==> src/rtl/core/triangle_tangent_vector_assert.svh <==
// Assertion macros shared by the triangle tangent RTL.
// Expects clk_i and rst_ni in the scope of each use.
`ifndef TRIANGLE_TANGENT_VECTOR_ASSERT_SVH
`define TRIANGLE_TANGENT_VECTOR_ASSERT_SVH
// Same-cycle implication.
`define TTV_ASSERT_IMPLY(lbl, a, b) \
  lbl: assert property (@(posedge clk_i) disable iff (!rst_ni) (a) |-> (b)) \
    else $error("triangle tangent assertion failed");
// Next-cycle implication.
`define TTV_ASSERT_NEXT(lbl, a, b) \
  lbl: assert property (@(posedge clk_i) disable iff (!rst_ni) (a) |=> (b)) \
    else $error("triangle tangent assertion failed");
`endif

==> src/rtl/core/ttv_pkg.sv <==
// Package for the triangle tangent block: widths, job and result types, states.
// No dependencies.
package ttv_pkg;
  localparam int POS_W   = 24;
  localparam int UV_W    = 20;
  localparam int E_W     = POS_W + 1;
  localparam int D_W     = UV_W + 1;
  localparam int OP_W    = (E_W > D_W) ? E_W : D_W;
  localparam int PROD_W  = D_W + OP_W;
  localparam int VEC_W   = PROD_W + 1;
  localparam int MAG_W   = VEC_W;
  localparam int NRM_W   = 31;
  localparam int SQ_W    = 2 * NRM_W;
  localparam int SUM_W   = 64;
  localparam int LEN_W   = 32;
  localparam int FRAC    = 16;
  localparam int NUM_W   = NRM_W + FRAC + 1;
  localparam int Q_W     = FRAC + 1;
  localparam int T_W     = 18;
  localparam int STEP_W  = 5;
  localparam int ONE     = 65536;

  typedef struct packed {
    logic signed [E_W-1:0] e1x;
    logic signed [E_W-1:0] e1y;
    logic signed [E_W-1:0] e1z;
    logic signed [E_W-1:0] e2x;
    logic signed [E_W-1:0] e2y;
    logic signed [E_W-1:0] e2z;
    logic signed [D_W-1:0] du1;
    logic signed [D_W-1:0] dv1;
    logic signed [D_W-1:0] du2;
    logic signed [D_W-1:0] dv2;
  } job_t;

  typedef struct packed {
    logic                  valid;
    logic signed [T_W-1:0] tan_x;
    logic signed [T_W-1:0] tan_y;
    logic signed [T_W-1:0] tan_z;
    logic                  degen;
  } result_t;

  typedef struct packed {
    logic full;
    logic empty;
  } q_status_t;

  typedef enum logic [2:0] {
    BK_IDLE, BK_MUL, BK_CHK, BK_NORM, BK_SQ, BK_SQRT, BK_DIVSET, BK_DIV
  } back_state_e;
endpackage

==> src/rtl/core/ttv_queue.sv <==
// Two-entry job queue between the front end and the back end.
// Depends on ttv_pkg.
module ttv_queue (
  input  logic               clk_i,
  input  logic               rst_ni,
  input  logic               push_i,
  input  ttv_pkg::job_t      job_i,
  input  logic               pop_i,
  output ttv_pkg::job_t      job_o,
  output ttv_pkg::q_status_t status_o
);
  ttv_pkg::job_t mem_q [2];
  logic       wr_q, wr_d, rd_q, rd_d;
  logic [1:0] cnt_q, cnt_d;

  always_comb begin
    wr_d  = wr_q ^ push_i;
    rd_d  = rd_q ^ pop_i;
    cnt_d = cnt_q + {1'b0, push_i} - {1'b0, pop_i};
  end

  always_ff @(posedge clk_i or negedge rst_ni) begin
    if (!rst_ni) begin
      wr_q  <= 1'b0;
      rd_q  <= 1'b0;
      cnt_q <= 2'd0;
    end else begin
      wr_q  <= wr_d;
      rd_q  <= rd_d;
      cnt_q <= cnt_d;
    end
  end

  always_ff @(posedge clk_i) begin
    if (push_i) begin
      mem_q[wr_q] <= job_i;
    end
  end

  assign job_o          = mem_q[rd_q];
  assign status_o.full  = cnt_q[1];
  assign status_o.empty = (cnt_q == 2'd0);
endmodule

==> config.mk <==
export PLATFORM = sky130hd
export DESIGN_NAME = ttv_queue
export DESIGN_NICKNAME = d
export VERILOG_FILES = /design/src/rtl/core/triangle_tangent_vector_assert.svh /design/src/rtl/core/ttv_pkg.sv /design/src/rtl/core/ttv_queue.sv
export SDC_FILE = /design/constraint.sdc
export NUM_CORES = 1
export LEC_CHECK = 0
export ABC_CLOCK_PERIOD_IN_PS = 8270
export BUFFER_PORTS_ARGS = -buffer_cell sky130_fd_sc_hd__clkbuf_2
export CORE_MARGIN = 3
export CORE_UTILIZATION = 52
export CTS_CLUSTER_DIAMETER = 100
export DETAILED_ROUTE_END_ITERATION = 12
export PLACE_DENSITY = 0.83
export SYNTH_ARGS = -nofsm -noshare
export SYNTH_HDL_FRONTEND = slang
export SYNTH_SLANG_ARGS = --single-unit
==> constraint.sdc <==
create_clock -name clk_i -period 8.27 [get_ports clk_i]
set_clock_uncertainty 0.2 [all_clocks]
set_input_delay 0.827 -clock clk_i [delete_from_list [all_inputs] [get_ports clk_i]]
set_output_delay 0.827 -clock clk_i [all_outputs]
set_load 0.005 [all_outputs]
==> results.toml <==
[clock_tree]
cts_tree = "done"
htree_levels = 2
postCtsResizedCells = 0
path_clk_slew_ns = 0.06
clockBufferDepth = 3
clk_latency_ns = 0.53
cts_buffers = 46
root_buffer = "clkbuf_16"
cts.sinks = 472

[timing]
setup_viol = 0
layout_min_cycle_time_ns = 4.070
max_freq_mhz = 245.7
hold_ws_ns = 0.2737
slew_headroom_pct = 25.24
report.final.slew_viol_count = 0
fin_ws_ns = 4.200
finalCritPeriodShare_pct = 49.21
rsz0062_at_grt = "false"
worst-slew-pin-transition_ns = 1.121
tns_ns = 0
hold_violations = 0

[hold_path]
hp-class = "in -> reg"

[global_routing]
track_usage_pct = 19.72
grt_pass1_wl_um = 54240
grt_overflow_total = 0
grt_pass1_vias = 9428
grt_antenna_before_repair = 0
grt_max_degree = 129

[final_layout]
utilization_pct = 66.55
final_layout_size_suffix_gt1_share_pct = 61.36
area_growth_syn_to_layout_pct = 24.18
nNetsFinal = 1488
postLayoutCellArea_sq_um = 21980
instances_no_fill = 1723
antenna_cells = 0

[route]
wl_met3_um = 2934
wl_met2_um = 19200
dr.first_iter.drc_count = 534
postRouteAntennaNets = 0
vias_per_cell = 5.114
firstDrtPassIters = 4
wire_per_inst_um = 21.33
wl_met1_um = 13190
vias = 8811
drc_errors = 0
top_layer_used = "met4"
wl_um = 36760

[power_and_ir_drop]
power.leakage_nw = 8.824
cellPowerDensity_nw_per_um2 = 341.4
power_mw = 7.505
peakVddDrop_uv = 235.8

[setup_path]
end_kind = "primary output"
crit_type = "reg -> out"
worst_ep_arrival_time_ns = 3.04
cp_max_fo = 60
crit_path_start_kind = "register"
crit_required_ns = 7.24

[synth]
netlist_area_sq_um = 17700
yosysSeqAreaShare_pct = 79.95
synth_seq_cells = 472
synth_adder_area_share_pct = 0.2827
avgSynthCellArea_sq_um = 23.79
syn_inst = 744
synthMuxAreaShare_pct = 18.06
synth_cell_types = 12
synth_simple_gate_area_share_pct = 0.02120
synth_top_family_by_area = "multiplexers"
synth_xor_area_share_pct = 0.1838
yosysWarningCount = 0
synth_compound_area_share_pct = 0
syn_nets = 986

[floorplanning]
num_rows = 66
die_y_um = 190.5
dieArea_sq_um = 36290
die_x_um = 190.5
io-pin-count = 474
core_area_sq_um = 33030
start_util_pct = 53.59

[placement]
dpl_cell_area_sq_um = 20480
port_buffers = 473
gp_congestion = 0.7630
dp_hpwl_um = 24710
placed_cells = 1639
dp_slack_ns = 4.494

[run_status]
status = "finished, final reports clean"

[run]
drv_cap = 0
[kinds of logic after synthesis]
kind of cell             Yosys count
multiplexers                     234
XOR/XNOR                           2
flip-flops                       472
adder cells (fa/ha/maj)            4
buffers and inverters             31
AND/OR/NAND/NOR                    1
[synth_stat cells, drive strengths merged]
cell type	instances	share of area (%)
edfxtp	468	79
mux2	234	18
buf	27	1.4
dfrtp	4	0.57
ha	4	0.28
inv	4	0.085
nor2	1	0.021
xor2	1	0.049
xor3	1	0.13
[state kept, by name (all words and copies together), names as in the netlist]
name and cells:
mem_q 468, wr_q 1, rd_q 1, cnt_q 2
[layout by cell type (no fill, tap or decap)]
cell type / count
clkbuf_2: 473
edfxtp_1: 468
mux2_4: 150
mux2_2: 84
clkbuf_16: 49
clkinv_2: 10
clkinv_1: 7
clkbuf_1: 7
buf_4: 5
inv_1: 4
bufinv_16: 3
clkbuf_8: 3
clkinv_4: 3
dfrtp_1: 3
ha_1: 2
ha_4: 2
buf_12: 2
xor3_1: 1
nor2_1: 1
xor2_1: 1
clkinvlp_4: 1
dlygate4sd3_1: 1
dfrtp_4: 1
[timing repair]
action / CTS / global route
hold endpoints to repair: 4 / 0
hold buffers: 1 / 0
setup buffers: 0 / 0
[per-layer routing]
metal | vias up | GRT usage [%]
met5 | - | 0
met4 | 0 | 8.100
met3 | 84 | 5.404
met2 | 377 | 34.68
met1 | 4356 | 22.95
li1 | 3994 | -
[power by group]
| part | internal (mW) | switching (mW) | leakage, nW |
|---|---|---|---|
| combinational | 1.13 | 1.01 | 3.65 |
| clock | 1.20 | 0.826 | 0.739 |
| sequential | 3.18 | 0.169 | 4.44 |
[worst max-delay path, stage by stage, from the launching register on]
cell      delay, ns
dfrtp_4        0.96
buf_4          0.87
mux2_2         0.42
clkbuf_2       0.12
[final cells by class]
type                    count  area [sq um]
flip-flops and latches    472         14160
fillers                  2203         11050
multi-input cells         241          3309
repair buffers            481          2455
clock buffers              59          1294
well taps                 442         553.0
clock inverters            24         200.2
inverters                   4         15.01
[path summary, 6_finish.rpt]
check	start	end	slack, ns	cells after the start
worst min-delay path	job_i[35]	mem_q[0][35]	0.27	1
worst max register to register	wr_q	mem_q[1][52]	5.27	3
min in group asynchronous	rst_ni	cnt_q[1]	0.46	2
worst max-delay path	rd_q	job_o[0]	4.20	3
max in group asynchronous	rst_ni	rd_q	7.23	2
worst min register to register	wr_q	wr_q	0.47	3
No activity file was read; power rests on OpenSTA's default activity.
