<file path="config.mk">
export PLATFORM = sky130hd
export DESIGN_NAME = ttv_front
export DESIGN_NICKNAME = d
export VERILOG_FILES = /design/src/rtl/core/triangle_tangent_vector_assert.svh /design/src/rtl/core/ttv_pkg.sv /design/src/rtl/core/ttv_front.sv
export SDC_FILE = /design/constraint.sdc
export NUM_CORES = 1
export LEC_CHECK = 0
export BUFFER_PORTS_ARGS = -buffer_cell sky130_fd_sc_hd__buf_4
export CORE_MARGIN = 5
export CORE_UTILIZATION = 40
export CTS_CLUSTER_SIZE = 14
export DETAILED_ROUTE_END_ITERATION = 7
export GPL_ROUTABILITY_DRIVEN = 0
export GPL_TIMING_DRIVEN = 0
export PLACE_DENSITY = 0.73
export SKIP_LAST_GASP = 1
export SYNTH_ARGS = -nofsm -noshare
export SYNTH_HDL_FRONTEND = slang
export SYNTH_SLANG_ARGS = --single-unit
</file>
<file path="constraint.sdc">
create_clock -name clk_i -period 9.2 [get_ports clk_i]
set_input_delay 0.46 -clock clk_i [delete_from_list [all_inputs] [get_ports clk_i]]
set_output_delay 0.46 -clock clk_i [all_outputs]
set_load 0.05 [all_outputs]
</file>
<file path="src/rtl/core/triangle_tangent_vector_assert.svh">
// Assertion macros shared by the triangle tangent RTL.
// Expects clk_i and rst_ni in the scope of each use.
`ifndef TRIANGLE_TANGENT_VECTOR_ASSERT_SVH
`define TRIANGLE_TANGENT_VECTOR_ASSERT_SVH
// Same-cycle implication.
`define TTV_ASSERT_IMPLY(lbl, a, b) \
  lbl: assert property (@(posedge clk_i) disable iff (!rst_ni) (a) |-> (b)) \
    else $error("triangle tangent assertion failed");
// Next-cycle implication.
`define TTV_ASSERT_NEXT(lbl, a, b) \
  lbl: assert property (@(posedge clk_i) disable iff (!rst_ni) (a) |=> (b)) \
    else $error("triangle tangent assertion failed");
`endif

</file>
<file path="src/rtl/core/ttv_pkg.sv">
// Package for the triangle tangent block: widths, job and result types, states.
// No dependencies.
package ttv_pkg;
  localparam int POS_W   = 24;
  localparam int UV_W    = 20;
  localparam int E_W     = POS_W + 1;
  localparam int D_W     = UV_W + 1;
  localparam int OP_W    = (E_W > D_W) ? E_W : D_W;
  localparam int PROD_W  = D_W + OP_W;
  localparam int VEC_W   = PROD_W + 1;
  localparam int MAG_W   = VEC_W;
  localparam int NRM_W   = 31;
  localparam int SQ_W    = 2 * NRM_W;
  localparam int SUM_W   = 64;
  localparam int LEN_W   = 32;
  localparam int FRAC    = 16;
  localparam int NUM_W   = NRM_W + FRAC + 1;
  localparam int Q_W     = FRAC + 1;
  localparam int T_W     = 18;
  localparam int STEP_W  = 5;
  localparam int ONE     = 65536;

  typedef struct packed {
    logic signed [E_W-1:0] e1x;
    logic signed [E_W-1:0] e1y;
    logic signed [E_W-1:0] e1z;
    logic signed [E_W-1:0] e2x;
    logic signed [E_W-1:0] e2y;
    logic signed [E_W-1:0] e2z;
    logic signed [D_W-1:0] du1;
    logic signed [D_W-1:0] dv1;
    logic signed [D_W-1:0] du2;
    logic signed [D_W-1:0] dv2;
  } job_t;

  typedef struct packed {
    logic                  valid;
    logic signed [T_W-1:0] tan_x;
    logic signed [T_W-1:0] tan_y;
    logic signed [T_W-1:0] tan_z;
    logic                  degen;
  } result_t;

  typedef struct packed {
    logic full;
    logic empty;
  } q_status_t;

  typedef enum logic [2:0] {
    BK_IDLE, BK_MUL, BK_CHK, BK_NORM, BK_SQ, BK_SQRT, BK_DIVSET, BK_DIV
  } back_state_e;
endpackage

</file>
<file path="src/rtl/core/ttv_front.sv">
// Front end: counts corners, holds the first two vertices, forms edge and UV deltas.
// Depends on ttv_pkg.
module ttv_front (
  input  logic                              clk_i,
  input  logic                              rst_ni,
  input  logic                              accept_i,
  input  logic signed [ttv_pkg::POS_W-1:0]  pos_x_i,
  input  logic signed [ttv_pkg::POS_W-1:0]  pos_y_i,
  input  logic signed [ttv_pkg::POS_W-1:0]  pos_z_i,
  input  logic signed [ttv_pkg::UV_W-1:0]   tex_u_i,
  input  logic signed [ttv_pkg::UV_W-1:0]   tex_v_i,
  output logic                              push_o,
  output ttv_pkg::job_t                     job_o
);
  localparam int EW = ttv_pkg::E_W;
  localparam int DW = ttv_pkg::D_W;

  logic [1:0] corner_q, corner_d;
  logic signed [ttv_pkg::POS_W-1:0] pos_q [6];
  logic signed [ttv_pkg::UV_W-1:0]  tex_q [4];

  assign push_o = accept_i && (corner_q == 2'd2);

  always_comb begin
    corner_d = corner_q;
    if (accept_i) begin
      corner_d = (corner_q == 2'd2) ? 2'd0 : corner_q + 2'd1;
    end
  end

  always_ff @(posedge clk_i or negedge rst_ni) begin
    if (!rst_ni) begin
      corner_q <= 2'd0;
    end else begin
      corner_q <= corner_d;
    end
  end

  // Held vertices carry no reset; the corner count guarantees a write first.
  always_ff @(posedge clk_i) begin
    if (accept_i && (corner_q != 2'd2)) begin
      if (corner_q[0]) begin
        pos_q[3] <= pos_x_i; pos_q[4] <= pos_y_i; pos_q[5] <= pos_z_i;
        tex_q[2] <= tex_u_i; tex_q[3] <= tex_v_i;
      end else begin
        pos_q[0] <= pos_x_i; pos_q[1] <= pos_y_i; pos_q[2] <= pos_z_i;
        tex_q[0] <= tex_u_i; tex_q[1] <= tex_v_i;
      end
    end
  end

  always_comb begin
    job_o.e1x = EW'(pos_q[3]) - EW'(pos_q[0]);
    job_o.e1y = EW'(pos_q[4]) - EW'(pos_q[1]);
    job_o.e1z = EW'(pos_q[5]) - EW'(pos_q[2]);
    job_o.e2x = EW'(pos_x_i)  - EW'(pos_q[0]);
    job_o.e2y = EW'(pos_y_i)  - EW'(pos_q[1]);
    job_o.e2z = EW'(pos_z_i)  - EW'(pos_q[2]);
    job_o.du1 = DW'(tex_q[2]) - DW'(tex_q[0]);
    job_o.dv1 = DW'(tex_q[3]) - DW'(tex_q[1]);
    job_o.du2 = DW'(tex_u_i)  - DW'(tex_q[0]);
    job_o.dv2 = DW'(tex_v_i)  - DW'(tex_q[1]);
  end
endmodule

</file>
==> metrics.md <==
| Metric | Value |
|---|---|
| Synth top area cells | `edfxtp_1, ha_1, xnor2_1, a21oi_1, inv_1` |
| Hold path depth | `1` |
| RSZ-0062 raised after global routing | `false` |
| Postcts setup bufs | `0` |
| Mean Syn Cell Area | `9.95 um^2` |
| Status | `finished, final reports clean` |
| # fillers | `3,878` |
| Core area | `0.0431 mm^2` |
| Util after Layout | `0.505` |
| Most frequent cells in the layout | `buf_4, ha_1, edfxtp_1, inv_1, a21oi_1` |
| Die height | `218 um` |
| CP Class | `register to primary output` |
| Final wirelength | `47.5 mm` |
| Synth Instances | `1,746` |
| I/O pins | `350` |
| Ys async rst share | `0.00885` |
| Max Clock Freq | `around 0.2 GHz` |
| Vias in the first global route | `about 15k` |
| HP Class | `input port to register` |
| First-iteration detailed-routing DRC count | `859` |
| Htree depth | `1` |
| Vias | `14.6k` |
| Number of buffers inserted by hold repair at cts | `1` |
| DR DRC count | `0` |
| Final min period | `4.89 ns` |
| Synth top area share | `0.387` |
| Worst slew pin tran | `0.880 ns` |
| WP depth | `12` |
| CTS tree | `done` |
| Netlist cell types | `66` |
| Cell accounting for the most synthesized area | `edfxtp_1` |
| CTS Sinks | `approximately 230` |
| P_leak | `roughly 0.01 uW` |
| Ys Warns | `0` |
| Maximum vdd ir drop | `209 uV` |
| First-pass GRT wire length | `74.8 mm` |
| CP arrival | `4.43 ns` |
| Max_cap viols | `0` |
| Cell repeated most along the worst path | `o31ai_1` |
| Post-synthesis register bit count | `226` |
| Via density | `~5.3` |
| Area Growth Syn to Fin | `25.3%` |
| Crit-path max cell delay | `0.66 ns` |
| Dpl hpwl | `38.5 mm` |
| Reg2reg path depth | `6` |
| Gr ovfl total | `0` |
| Type of element capturing the critical path | `primary output` |
| Maximum root-to-sink buffer count | `3` |
| Commonest non-fill, non-tap cell in the layout | `buf_4` |
| Layout cell share with drive strength beyond 1 | `0.195` |
| Overall power | `between 6000 and 7000 uW` |
| Starting density of the core | `0.403` |
| Die ar. | `0.0477 mm^2` |
| Avg WL per Cell | `17.3 um` |
| GRT Overall Usage | `0.189` |
| Detailed Routing Iterations Pass 1 | `5` |
| CP Cell Sequence | `inv_1 -> ha_1 -> nor2b_1 -> o31a_1 -> o41ai_1 -> o21ai_1 -> o31ai_1 -> o31ai_1 -> a211o_1 -> a31oi_1 -> xnor2_1 -> buf_4` |
| Final Cycle Share | `0.532` |
| Critical Path RT | `8.74 ns` |
| Crit Path Max Fanout | `4` |
| Fraction of the yosys area taken by sequential cells | `0.390` |
| R2r setup slk | `6.91 ns` |
| FP Rows | `76` |
| Relative slew margins | `0.413` |
| Largest net degree at the start of global routing | `60` |
| Max Transition Viols Final | `0` |
| IO Port Bufs | `349` |
| Syn_nets | `roughly 2.1k` |
| Post-synth EDFFs | `224` |
| Remaining antenna violation count | `0` |
| Total power per unit cell area | `approximately 290 mW/mm^2` |
| Worst-Skew Late Latency | `0.56 ns` |
| Root cell of the clock tree | `clkbuf_16` |
| Final setup fails | `0` |
| Worst setup SP type | `register` |
| CP max stage cell | `o31ai_1` |
| Skew final | `0.0245 ns` |
| Num CTS Buffers | `28` |
| Clock slew at reported path FFs | `0.06 ns` |
| Final count of hold timing violations | `0` |
| Initial antenna violation count | `1` |
| Top_reg_cell synth | `edfxtp_1` |
| Resize count post-CTS | `0` |
| Mapped Area | `around 0.017 mm^2` |
| Buffers & Inverters on Critical Path | `2` |
| CP top delay family | `compound AO/OA/AOI/OAI gates` |
| Fin nets | `2,488` |
| Die X | `218 um` |
==> final cells by class <==
class | instances | area, um^2 | share of cell area
clock buffers | 35 | 748 | 0.0344
repair buffers | 363 | 2800 | 0.129
flip-flops and latches | 226 | 6780 | 0.311
inverters | 198 | 743 | 0.0341
well taps | 585 | 732 | 0.0336
multi-input cells | 1311 | 9830 | 0.451
plain buffers | 11 | 41.3 | 0.00190
diodes | 1 | 2.50 | 0.000115
clock inverters | 15 | 96.3 | 0.00443
==> flip-flops by register name, indices dropped and copies added, names as in the netlist <==
register,count
corner_q,2
tex_q,80
pos_q,144
==> power breakdown <==
group          internal [uW]  leakage, uW  switching (uW)  total [uW]
logic                   1260      0.00738            2750        4010
clock network            598     0.000409             437        1030
registers               1300      0.00211            39.9        1340
==> cells in the mapped netlist (all sizes together) (11+ instances only) <==
| cell type | n |
|---|---|
| or3 | 12 |
| and2 | 11 |
| xnor2 | 122 |
| nand2 | 93 |
| o31a | 13 |
| o21ai | 90 |
| nor3 | 23 |
| nand3 | 27 |
| o21a | 32 |
| inv | 198 |
| edfxtp | 224 |
| nand4 | 14 |
| a21oi | 154 |
| a21boi | 12 |
| o21bai | 21 |
| a211oi | 12 |
| xor2 | 52 |
| a31oi | 19 |
| nor2 | 99 |
| a21o | 78 |
| clkbuf | 11 |
| ha | 224 |
| nand2b | 23 |
| nor2b | 44 |
| and3 | 11 |
==> stage by stage <==
step,hold WS [ns],cell area [um^2],cells,worst slack [ns],TNS [ns]
final,0.0957,21800,2745,4.31,0
after global placement,0.244,20700,2680,-5.29,-594.02
after CTS,0.0629,21800,2744,4.39,0
after detailed placement,0.245,20900,2693,5.01,0
after floorplan,0.164,17400,1746,0.352,0
after global routing,0.0703,21800,2744,4.09,0
==> layer usage <==
metal / vias to the layer above / share of wire / GRT usage
li1: 7196 / - / -
met1: 6896 / 0.43 / 0.241
met2: 445 / 0.48 / 0.328
met3: 63 / 0.073 / 0.0434
met4: 0 / 0.019 / 0.0463
met5: - / 0 / 0
==> worst reg2reg max path, delay by kind of cell, from the launching register on <==
family	cells	cell delay, ns
DFF	1	0.41
buffers and inverters	5	0.99
and+or+nand+nor	1	0.59
==> cell families after synthesis <==
logic type               after synthesis  share of synthesized area
multiplexers                           1                   0.000648
AND/OR/NAND/NOR                      381                      0.107
AO/OA/AOI/OAI                        521                      0.197
adder cells (fa/ha/maj)              234                      0.173
flip-flops                           226                      0.390
XOR/XNOR                             174                     0.0877
buffers and inverters                209                     0.0451
==> path summary, 6_finish.rpt <==
path | startpoint | end
max in group asynchronous | rst_ni | corner_q[0]$_DFFE_PN0P_
hold / removal | pos_x_i[14] | pos_q[0][14]$_DFFE_PP_
hold reg to reg | corner_q[0]$_DFFE_PN0P_ | corner_q[0]$_DFFE_PN0P_
setup reg to reg | corner_q[1]$_DFFE_PN0P_ | pos_q[0][40]$_DFFE_PP_
setup / recovery | pos_q[0][49]$_DFFE_PP_ | job_o[182]
min in group asynchronous | rst_ni | corner_q[1]$_DFFE_PN0P_
Power figures use the tool's default switching activity.
